--- config.mk ---
export PLATFORM = sky130hd
export DESIGN_NAME = citbc_key_ram
export DESIGN_NICKNAME = d
export VERILOG_FILES = /design/src/citbc_pkg.sv /design/src/citbc_key_ram.sv
export SDC_FILE = /design/constraint.sdc
export NUM_CORES = 2
export LEC_CHECK = 0
export BUFFER_PORTS_ARGS = -buffer_cell sky130_fd_sc_hd__buf_2
export CAP_MARGIN = 20
export CORE_MARGIN = 5
export CORE_UTILIZATION = 40
export CTS_CLUSTER_SIZE = 30
export DETAILED_ROUTE_END_ITERATION = 10
export SYNTH_ARGS = -nofsm -noshare
export SYNTH_HDL_FRONTEND = slang
export SYNTH_SLANG_ARGS = --single-unit
--- constraint.sdc ---
create_clock -name i_clk -period 7.2 [get_ports i_clk]
set_clock_uncertainty 0.15 [all_clocks]
set_input_delay 0.72 -clock i_clk [delete_from_list [all_inputs] [get_ports i_clk]]
set_output_delay 0.72 -clock i_clk [all_outputs]
set_load 0.01 [all_outputs]
--- src/citbc_pkg.sv ---
// Shared types, codes and helpers for the counter indexed table byte cipher.
package citbc_pkg;

    localparam int TBL_DEPTH = 512;

    localparam logic [7:0] WHITEN = 8'hAB;

    // Configuration register indexes
    localparam logic CFG_P_SEED = 1'b0;
    localparam logic CFG_G_SEED = 1'b1;

    typedef enum logic [1:0] {
        OP_ENCRYPT  = 2'd0,
        OP_DECRYPT  = 2'd1,
        OP_RST_CNT  = 2'd2,
        OP_GENERATE = 2'd3
    } t_op;

    // Operand set for the shared multiply-accumulate unit: y = c +/- a*b (mod 256)
    typedef struct packed {
        logic [7:0] a;
        logic [7:0] b;
        logic [7:0] c;
        logic       sub;
    } t_mac_req;

    function automatic logic [7:0] swap_nibbles(input logic [7:0] x);
        return {x[3:0], x[7:4]};
    endfunction

endpackage

--- src/citbc_key_ram.sv ---
// Key table store: one write port, one registered read port.
module citbc_key_ram import citbc_pkg::*; #(
    parameter int DEPTH = TBL_DEPTH,
    localparam int AW = $clog2(DEPTH)
) (
    input  logic          i_clk,
    input  logic          i_we,
    input  logic [AW-1:0] i_waddr,
    input  logic [7:0]    i_wdata,
    input  logic [AW-1:0] i_raddr,
    output logic [7:0]    o_rdata
);

    logic [7:0] r_mem [DEPTH];
    logic [7:0] r_rdata;

    always_ff @(posedge i_clk) begin
        if (i_we) begin
            r_mem[i_waddr] <= i_wdata;
        end
    end

    always_ff @(posedge i_clk) begin
        r_rdata <= r_mem[i_raddr];
    end

    assign o_rdata = r_rdata;

endmodule

==> results.sh <==
export IMPL_drv_cap=0
export IMPL_io_buffers=35
export IMPL_yosys_area_top_type_share_pct=76.9
export IMPL_synth_flop_cell="edfxtp_1"
export IMPL_syn_avg_cell_area_um2=19.9
export IMPL_io_pins=36
export IMPL_cts_buffers=399
export IMPL_clk_pin_slew_ns=0.06
export IMPL_max_slew_margin_pct=8.11
export IMPL_yosys_area_top_type="edfxtp_1"
export IMPL_fp_dieH_um=642
export IMPL_cp_buffers_inverters=3
export IMPL_path_depth=10
export IMPL_critical_path_top_delay_family="buffers and inverters"
export IMPL_p_leak_nw=55.6
export IMPL_cp_start_kind="input pin"
export IMPL_instances_no_fill=13700
export IMPL_grt_pass1_wl_um=599000
export IMPL_worstPathArrival_ns=5.24
export IMPL_synth_area_leaders="edfxtp_1 77%, mux4_2 9.2%, mux2i_1 5.0%"
export IMPL_fillers=33400
export IMPL_cts_sinks=4104
export IMPL_hold_viol=0
export IMPL_areaGrowthSynthToFinish_pct=11.7
export IMPL_holdPathEnd="r_mem[392][4]$_DFFE_PP_"
export IMPL_first_global_vias=80600
export IMPL_clk_path_buf_depth=4
export IMPL_setup_viol=0
export IMPL_slew_viol_final=0
export IMPL_start_util_pct=40.1
export IMPL_end_kind="flip-flop"
export IMPL_ff2ff_setup_slack_ns=4.01
export IMPL_r2r_end="o_rdata[0]$_DFF_P_"
export IMPL_drc=0
export IMPL_root_buffer="clkbuf_16"
export IMPL_gr_usage_all_layers_pct=19.7
export IMPL_dieWidth_um=642
export IMPL_slowest_delay_ns=0.92
export IMPL_core_area_mm2=0.399
export IMPL_drive_gt1_share_pct=17.2
export IMPL_synth_area_mm2=0.160
export IMPL_routabilityCongestion=0.871
export IMPL_reg2reg_from="r_mem[40][0]$_DFFE_PP_"
export IMPL_ir_worst_vdd_mv=0.185
export IMPL_fp_row_count=232
export IMPL_yosys_warnings=0
export IMPL_outcome="complete, no violations"
export IMPL_placed_cells=13000
export IMPL_holdPathStages=1
export IMPL_syn_inst=8030
export IMPL_synth_seq_cells=4104
export IMPL_powerDensity_mw_per_mm2=275
export IMPL_async_reset_ff_share_pct=0
export IMPL_overflow=0
export IMPL_drt_first_pass_iters=6
export IMPL_grt_max_degree=183
export IMPL_cp_cell_sequence="buf_8, or2_4, buf_12, buf_4, o221ai_1, o22ai_1, a22oi_1, nand4_1, nand2_1, o2111a_1"
export IMPL_r2r_cells=8
export IMPL_critPathSlowestCell="buf_4"
export IMPL_hold_class="input pin to flip-flop"
export IMPL_tns_ns=0
export IMPL_fmaxAchievable_mhz=220
export IMPL_hpwl_um=251000
export IMPL_rsz0062_at_grt="false"
export IMPL_fin_nets=8134
export IMPL_setup_worst_path_class="input pin to flip-flop"
export IMPL_cts_tree="done"
export IMPL_worstMarginPinSlew_ns=1.36
export IMPL_htreeDepth=5
export IMPL_wl_um=420000
export IMPL_antenna_found_initial=23
export IMPL_num_vias=80900
export IMPL_post_drt_via_cell_ratio=5.90
export IMPL_design_die_area_mm2=0.413
export IMPL_synth_cell_types=51
export IMPL_postCtsSetupBuffers=0
export IMPL_layout_min_cycle_time_ns=4.54
export IMPL_wl_per_cell_um=30.7
export IMPL_syn_num_nets=8058
export IMPL_worstPathRequired_ns=7.90
export IMPL_antenna_left=0
export IMPL_min_from="i_wdata[4]"
export IMPL_seq_area_frac_synth_pct=77.0
export IMPL_cts_resized=0
export IMPL_min_period_over_period_pct=63.1
export IMPL_first_iter_violations=9223
export IMPL_clock_latency_ns=0.97
export IMPL_synth_edf_count=4096
export IMPL_cts_hold_buf=0
export IMPL_cp_max_fo=140
-- worst max path at each step --
stage	from	endpoint	slack (ns)
after floorplan	i_raddr[0]	o_rdata[0]$_DFF_P_	4.36
after global placement	i_raddr[1]	o_rdata[3]$_DFF_P_	1.62
after detailed placement	i_raddr[1]	o_rdata[1]$_DFF_P_	1.69
after CTS	i_raddr[1]	o_rdata[1]$_DFF_P_	2.72
after global routing	i_raddr[1]	o_rdata[5]$_DFF_P_	2.59
final	i_raddr[1]	o_rdata[1]$_DFF_P_	2.66
-- cells in the final DEF, fill, tap and decap left out, drive strengths merged, types with 5 or more instances in the layout --
| master | count |
|---|---|
| buf | 187 |
| nand4 | 32 |
| nand3 | 36 |
| mux4 | 654 |
| a211oi | 17 |
| nor3b | 8 |
| inv | 17 |
| clkinvlp | 16 |
| clkbuf | 488 |
| nor4 | 36 |
| o31ai | 13 |
| or2 | 5 |
| nor2 | 597 |
| o311ai | 6 |
| bufinv | 30 |
| or3 | 6 |
| o41ai | 7 |
| nand2 | 111 |
| nor2b | 6 |
| o22ai | 163 |
| and2 | 20 |
| o2111a | 8 |
| dfxtp | 8 |
| o21ai | 119 |
| diode | 6 |
| clkinv | 185 |
| a22o | 5 |
| a22oi | 61 |
| a21oi | 194 |
| mux2i | 797 |
| edfxtp | 4096 |
| o221ai | 372 |
| nor3 | 109 |
-- flip-flops by register name, indices dropped and copies added (netlist names) --
name	cells
o_rdata	8
r_mem	4096
-- per-layer routing --
| layer | vias to the layer above | track usage, % | wire length, um | share of wire (%) |
|---|---|---|---|---|
| li1 | 33600 | - | - | - |
| met1 | 43000 | 27.2 | 169000 | 40 |
| met2 | 3623 | 31.8 | 202000 | 48 |
| met3 | 643 | 3.70 | 33600 | 8.0 |
| met4 | 2 | 6.52 | 15300 | 3.6 |
| met5 | - | 0 | 13 | 0.0031 |
-- Yosys cell counts, drive strengths merged (36+ instances only) --
cell type and n:
clkbuf 265, edfxtp 4096, o22ai 163, mux2i 797
nand3 36, nor3 109, o21ai 119, o221ai 372
a21oi 194, mux4 654, nand2 111, a22oi 61
buf 248, nor4 36, nor2 597
-- final cells by class --
cell class              count  area (um^2)  share of cell area (%)
multi-input cells        3410        34100                    19.1
repair buffers            188         2020                    1.13
well taps                5265         6590                    3.69
diodes                      6         15.0                 0.00841
inverters                   3         18.8                  0.0105
flip-flops and latches   4104       123000                    69.0
clock buffers             487        10400                    5.83
clock inverters           245         2270                    1.27
-- stage by stage --
stage / util (%) / area [um^2] / power (mW) / hold slack, ns / setup slack (ns)
after floorplan: - / 160000 / 28.1 / 0.669 / 4.36
after CTS: 44.8 / 179000 / 49.4 / 0.00224 / 2.72
final: 44.8 / 179000 / 49.1 / 0.0526 / 2.66
after detailed placement: 41.6 / 166000 / 29.2 / 0.934 / 1.69
after global routing: 44.8 / 179000 / 50.5 / 0.0325 / 2.59
after global placement: 41.6 / 166000 / 29.2 / 0.960 / 1.62
-- report_power, final --
part / leakage [nW] / switching, mW / internal (mW)
Clock: 6.19 / 8.96 / 11.4
Sequential: 36.9 / 0.0288 / 26.3
Combinational: 12.5 / 1.63 / 0.731
-- logic make-up (layout without fill, tap and decap cells) --
group	count (synthesis)	in the layout	synth area share (%)
flops	4104	4104	77.0
mux	1451	1451	14.2
simple gates	980	980	2.63
compound gates	979	979	4.31
buf+inv	516	923	1.85
other cells	0	6	0
Power figures use the tool's default switching activity.
