==> src/citbc_pkg.sv <==
// Shared types, codes and helpers for the counter indexed table byte cipher.
package citbc_pkg;

    localparam int TBL_DEPTH = 512;

    localparam logic [7:0] WHITEN = 8'hAB;

    // Configuration register indexes
    localparam logic CFG_P_SEED = 1'b0;
    localparam logic CFG_G_SEED = 1'b1;

    typedef enum logic [1:0] {
        OP_ENCRYPT  = 2'd0,
        OP_DECRYPT  = 2'd1,
        OP_RST_CNT  = 2'd2,
        OP_GENERATE = 2'd3
    } t_op;

    // Operand set for the shared multiply-accumulate unit: y = c +/- a*b (mod 256)
    typedef struct packed {
        logic [7:0] a;
        logic [7:0] b;
        logic [7:0] c;
        logic       sub;
    } t_mac_req;

    function automatic logic [7:0] swap_nibbles(input logic [7:0] x);
        return {x[3:0], x[7:4]};
    endfunction

endpackage

==> src/citbc_mac.sv <==
// Shared 8-bit multiply-accumulate unit with a registered result.
module citbc_mac import citbc_pkg::*; (
    input  logic       i_clk,
    input  t_mac_req   i_req,
    output logic [7:0] o_y
);

    logic [15:0] prod;
    logic [7:0]  n_y;
    logic [7:0]  r_y;

    assign prod = i_req.a * i_req.b;

    always_comb begin
        if (i_req.sub) begin
            n_y = i_req.c - prod[7:0];
        end else begin
            n_y = i_req.c + prod[7:0];
        end
    end

    always_ff @(posedge i_clk) begin
        r_y <= n_y;
    end

    assign o_y = r_y;

endmodule

==> config.mk <==
export PLATFORM = sky130hd
export DESIGN_NAME = citbc_mac
export DESIGN_NICKNAME = d
export VERILOG_FILES = /design/src/citbc_pkg.sv /design/src/citbc_mac.sv
export SDC_FILE = /design/constraint.sdc
export NUM_CORES = 1
export LEC_CHECK = 0
export BUFFER_PORTS_ARGS = -buffer_cell sky130_fd_sc_hd__buf_2
export CORE_ASPECT_RATIO = 1.2
export CORE_UTILIZATION = 58
export DETAILED_ROUTE_END_ITERATION = 12
export PLACE_DENSITY = 0.85
export SYNTH_ARGS = -nofsm -noshare
export SYNTH_HDL_FRONTEND = slang
export SYNTH_SLANG_ARGS = --single-unit
==> constraint.sdc <==
create_clock -name i_clk -period 11.2 [get_ports i_clk]
set_input_delay 2.24 -clock i_clk [delete_from_list [all_inputs] [get_ports i_clk]]
set_output_delay 2.24 -clock i_clk [all_outputs]
set_load 0.05 [all_outputs]
==> flow_metrics.env, run 1 <==
export IMPL_drc=0
export IMPL_ys_ff_latch=8
export IMPL_power_density_nw_per_um2=186
export IMPL_gp_congestion=0.866
export IMPL_ys_warn_count=0
export IMPL_die_area_um2=2660
export IMPL_grt_pass1_wl_um=4830
export IMPL_io_pins=34
export IMPL_max_vdd_ir_drop_mv=0.149
export IMPL_hold_viol_final=0
export IMPL_clk_path_buf_depth=2
export IMPL_avgViaCountPerCell=5.18
export IMPL_endpoint_kind="flip-flop"
export IMPL_crit_slowest_cell="fa_1"
export IMPL_avgSynthCellArea_um2=8.54
export IMPL_start_util_pct=61.9
export IMPL_routed_wl_um=2790
export IMPL_cts_root_buf="clkbuf_4"
export IMPL_worstMarginPinSlew_ns=0.325
export IMPL_slowest_delay_ns=0.52
export IMPL_fin_setup_tns_ns=0
export IMPL_min_period_over_period_pct=52.5
export IMPL_syn_instance_count=167
export IMPL_antenna_found_initial=0
export IMPL_ctsHoldBuffers=0
export IMPL_pre_cts_ws_ns=5.10
export IMPL_drv_slew=0
export IMPL_port_buffers=33
export IMPL_crit_path_max_fanout=7
export IMPL_rsz0062_at_grt="false"
export IMPL_clock_sinks=8
export IMPL_synth_area_leaders="ha_1 (21%), fa_1 (18%), xnor2_1 (14%)"
export IMPL_cp_cell_sequence="buf_2 -> and2_1 -> fa_1 -> ha_1 -> ha_1 -> inv_1 -> fa_1 -> inv_1 -> ha_1 -> xor2_1 -> a41oi_1 -> xnor2_1 -> ha_1 -> a21oi_1 -> o21ai_0 -> xnor2_1"
export IMPL_syn2layout_area_growth_pct=15.6
export IMPL_min_path_type="in -> reg"
export IMPL_hold_depth=2
export IMPL_fp_dieW_um=47.3
export IMPL_tritoncts="yes"
export IMPL_yosysUniqueCellTypes=21
export IMPL_status="completed"
export IMPL_start_kind="input pin"
export IMPL_min_to="o_y[1]"
export IMPL_grt_max_degree=9
export IMPL_cts_buffers_inserted=3
export IMPL_core_um2=2310
export IMPL_hpwl_um=2490
export IMPL_largest_reg_flops=8
export IMPL_clk_pin_slew_ns=0.05
export IMPL_fin_crit_ns=5.88
export IMPL_cp_required_ns=11.34
export IMPL_max_freq_ghz=0.170
export IMPL_post_cts_resized=0
export IMPL_drive_above_1_share_pct=17.8
export IMPL_syn_nets=230
export IMPL_wire_per_inst_um=12.0
export IMPL_vias=1208
export IMPL_critPathMostFrequentCell="ha_1"
export IMPL_yosysTopAreaCell="ha_1"
export IMPL_leakage_uw=0.000854
export IMPL_setup_slack_ns=5.32
export IMPL_post_cts_repair_setup_buffers=0
export IMPL_critical_path_arrival_ns=6.02
export IMPL_slew_headroom_pct=78.3
export IMPL_grt_pass1_vias=1252
export IMPL_hp_start="i_req[2]"
export IMPL_worstSetupPathType="in -> reg"
export IMPL_htreeDepth=1
export IMPL_synth_top_area_share_pct=21.1
export IMPL_drt_first_iter_violations=27
export IMPL_fill_cells=191
export IMPL_antenna_cells=0
export IMPL_nNetsFinal=267
export IMPL_gr_usage_all_layers_pct=24.7
export IMPL_yosysSeqAreaShare_pct=11.2
export IMPL_rows=19
export IMPL_drv_cap=0
export IMPL_ant_nets=0
export IMPL_first_pass_iters=4
export IMPL_dieHeight_um=56.3
export IMPL_globalRoute_totalOverflow=0
export IMPL_setup_viol=0
export IMPL_netlist_area_um2=1430
final cells by class:
| type | count | area, µm² | area share [%] |
|---|---|---|---|
| Clock buffer | 3 | 22.5 | 1.37 |
| Inverter | 28 | 105 | 6.37 |
| Timing Repair Buffer | 33 | 165 | 10.0 |
| Multi-Input combinational cell | 130 | 1160 | 70.2 |
| Sequential cell | 8 | 160 | 9.71 |
| Tap cell | 31 | 38.8 | 2.35 |
stage by stage:
step | cell area, µm² | utilization (%) | hold slack (ns) | total power (µW) | instances
floorplan | 1430 | - | 2.41 | 239 | 167
finish | 1650 | 71.5 | 2.28 | 306 | 233
global route | 1650 | 71.5 | 2.29 | 334 | 233
global placement | 1630 | 70.5 | 2.54 | 273 | 230
detailed placement | 1630 | 70.5 | 2.54 | 285 | 230
CTS | 1650 | 71.5 | 2.28 | 308 | 233
placed cells by master, fill, tap and decap left out:
cell | synthesis | layout
a21oi_1 | 8 | 8
nor2_1 | 6 | 6
xnor2_1 | 22 | 22
a31oi_1 | 1 | 1
clkbuf_4 | 0 | 3
xor2_1 | 7 | 7
nand4_1 | 1 | 1
nand2b_1 | 1 | 1
mux2i_1 | 1 | 1
dfxtp_1 | 8 | 8
o21a_1 | 1 | 1
fa_1 | 13 | 13
o21ai_0 | 2 | 2
and2_1 | 20 | 20
o21bai_1 | 1 | 1
a21o_1 | 3 | 3
a41oi_1 | 1 | 1
inv_1 | 28 | 28
nand2_1 | 17 | 17
ha_1 | 24 | 24
nor2b_1 | 1 | 1
buf_2 | 0 | 33
Yosys cell counts, drive strengths merged:
master / n
and2: 20
nand2: 17
a41oi: 1
o21bai: 1
clkbuf: 1
nand4: 1
dfxtp: 8
xnor2: 22
a21o: 3
xor2: 7
a21oi: 8
o21a: 1
nand2b: 1
nor2: 6
ha: 24
nor2b: 1
inv: 28
fa: 13
o21ai: 2
a31oi: 1
mux2i: 1
cells by family (layout without fill, tap and decap cells):
family,Yosys count,after routing,share of synthesized area [%]
AOI/OAI and AO/OA,17,17,7.19
xor gates and xnor gates,29,29,17.8
adders and majority gates,37,37,39.3
buffers and inverters,29,64,7.63
DFF,8,8,11.2
muxes,1,1,0.702
and+or+nand+nor,46,46,16.1
power by group:
group,total (µW),switching (µW),internal (µW)
clock,22.1,9.87,12.3
combinational,238,141,97.1
sequential,45.6,2.37,43.2
total,306,153,153
per-layer routing:
| metal | routed length [µm] | vias up | track usage [%] |
|---|---|---|---|
| li1 | - | 592 | - |
| met1 | 1060 | 556 | 26.8 |
| met2 | 1510 | 50 | 43.1 |
| met3 | 142 | 10 | 5.79 |
| met4 | 78 | 0 | 10.2 |
| met5 | 0 | - | 0 |
worst max-delay path by stage:
stage / startpoint / cells after the start / to
after floorplan: i_req[18] / 14 / o_y[7]
after global placement: i_req[18] / 15 / o_y[7]
after detailed placement: i_req[17] / 18 / o_y[7]
after CTS: i_req[17] / 18 / o_y[7]
after global routing: i_req[18] / 15 / o_y[7]
final: i_req[18] / 16 / o_y[7]
worst max-delay path: cells and delay by family:
family	cells	cell delay, ns
compound gates	3	0.48
fa+ha+maj	6	2.26
xor+xnor	3	0.61
buf+inv	3	0.23
simple gates	1	0.18
No activity file was read; power rests on OpenSTA's default activity.
==> run 2, diff against run 1 <==
- CORE_UTILIZATION: 58 -> 49
- PLACE_DENSITY: 0.85 -> 0.77
- clock period: 11.2 -> 4.8 ns (I/O delays scaled with it)
==> flow_metrics.env, run 2 (same netlist as run 1, synthesis figures left out) <==
export IMPL_crit_path_max_fanout=7
export IMPL_die_area_um2=3130
export IMPL_stdcell_count=238
export IMPL_syn2layout_area_growth_pct=16.9
export IMPL_clk_pin_slew_ns=0.06
export IMPL_first_pass_iters=4
export IMPL_cp_required_ns=4.94
export IMPL_max_freq_ghz=0.224
export IMPL_wire_per_inst_um=10.9
export IMPL_gr_usage_all_layers_pct=19.1
export IMPL_post_cts_resized=0
export IMPL_grt_max_degree=9
export IMPL_critPathTopFamily="adder cells"
export IMPL_htreeDepth=1
export IMPL_start_util_pct=51.2
export IMPL_ctsHoldBuffers=0
export IMPL_vias=1187
export IMPL_min_period_over_period_pct=92.8
export IMPL_drc=0
export IMPL_max_vdd_ir_drop_mv=0.370
export IMPL_fp_dieW_um=51.3
export IMPL_worstSetupPathType="in -> reg"
export IMPL_cts_root_buf="clkbuf_4"
export IMPL_tritoncts="yes"
export IMPL_leakage_uw=0.000864
export IMPL_drv_cap=0
export IMPL_drv_slew=0
export IMPL_cp_cell_sequence="buf_2 -> and2_1 -> fa_1 -> inv_1 -> fa_1 -> fa_1 -> fa_1 -> inv_1 -> ha_1 -> xnor2_1 -> xnor2_1 -> ha_1 -> a21oi_1 -> o21ai_0 -> xnor2_1"
export IMPL_crit_slowest_cell="fa_1"
export IMPL_min_path_type="in -> reg"
export IMPL_layout_commonest_cell="buf_2"
export IMPL_hold_depth=2
export IMPL_post_cts_repair_setup_buffers=0
export IMPL_antenna_cells=0
export IMPL_drt_first_iter_violations=13
export IMPL_worstMarginPinSlew_ns=0.274
export IMPL_grt_pass1_wl_um=4550
export IMPL_mostFrequentLayoutCells="buf_2 (33), inv_1 (28), ha_1 (24), xnor2_1 (22), and2_1 (20)"
export IMPL_hold_slack_ns=0.995
export IMPL_endpoint_kind="flip-flop"
export IMPL_setup_viol=0
export IMPL_dp_cells=235
export IMPL_port_buffers=33
export IMPL_slew_headroom_pct=81.2
export IMPL_cts_buffers_inserted=3
export IMPL_path_buf_inv=3
export IMPL_routed_wl_um=2590
export IMPL_gp_congestion=0.787
export IMPL_io_pins=34
export IMPL_antenna_found_initial=0
export IMPL_hold_viol_final=0
export IMPL_hpwl_um=2380
export IMPL_ant_nets=0
export IMPL_globalRoute_totalOverflow=0
export IMPL_rsz0062_at_grt="false"
export IMPL_avgViaCountPerCell=4.99
export IMPL_power_density_nw_per_um2=428
export IMPL_nNetsFinal=269
export IMPL_status="completed"
export IMPL_critical_path_arrival_ns=4.59
export IMPL_critPathMostFrequentCell="fa_1"
export IMPL_core_um2=2790
export IMPL_drive_above_1_share_pct=18.6
export IMPL_path_depth=15
export IMPL_largest_reg_flops=8
export IMPL_clock_sinks=8
export IMPL_fin_crit_ns=4.46
export IMPL_start_kind="input pin"
export IMPL_grt_pass1_vias=1184
export IMPL_dieHeight_um=61.1
export IMPL_fin_setup_tns_ns=0
export IMPL_clk_path_buf_depth=2
export IMPL_rows=21
export IMPL_slowest_delay_ns=0.55
[run 2: cell type report]
class,count,area (µm²)
multi-input cells,130,1160
fillers,254,1120
repair buffers,35,180
flip-flops and latches,8,160
inverters,28,105
well taps,34,42.5
clock buffers,3,22.5
[run 2: routing by layer]
| layer | global-route usage (%) | share of wire [%] | up-vias |
|---|---|---|---|
| met3 | 2.72 | 2.9 | 4 |
| met5 | 0 | 0 | - |
| met4 | 5.02 | 0.77 | 0 |
| li1 | - | - | 596 |
| met2 | 38.0 | 55 | 27 |
| met1 | 21.1 | 41 | 560 |
[run 2: path summary, 6_finish.rpt]
check             endpoint      start  slack, ns
setup / recovery    o_y[7]  i_req[18]       0.34
hold / removal      o_y[1]   i_req[2]        1.0
[run 2: power breakdown]
| group | switching, µW | leakage [µW] | internal, µW |
|---|---|---|---|
| logic | 321 | 0.000782 | 233 |
| clock network | 23.9 | 0.0000138 | 28.7 |
| registers | 5.59 | 0.0000675 | 101 |
[run 2: per-stage QoR]
| step | util (%) | worst slack, ns | total power (µW) | cell area [µm²] |
|---|---|---|---|---|
| finish | 59.9 | 0.344 | 713 | 1670 |
| global route | 59.9 | 0.0912 | 790 | 1670 |
| CTS | 59.9 | 0.306 | 721 | 1670 |
| detailed placement | 59.1 | 0.0462 | 668 | 1650 |
| global placement | 59.1 | 0.0869 | 649 | 1650 |
| floorplan | - | 0.356 | 557 | 1430 |
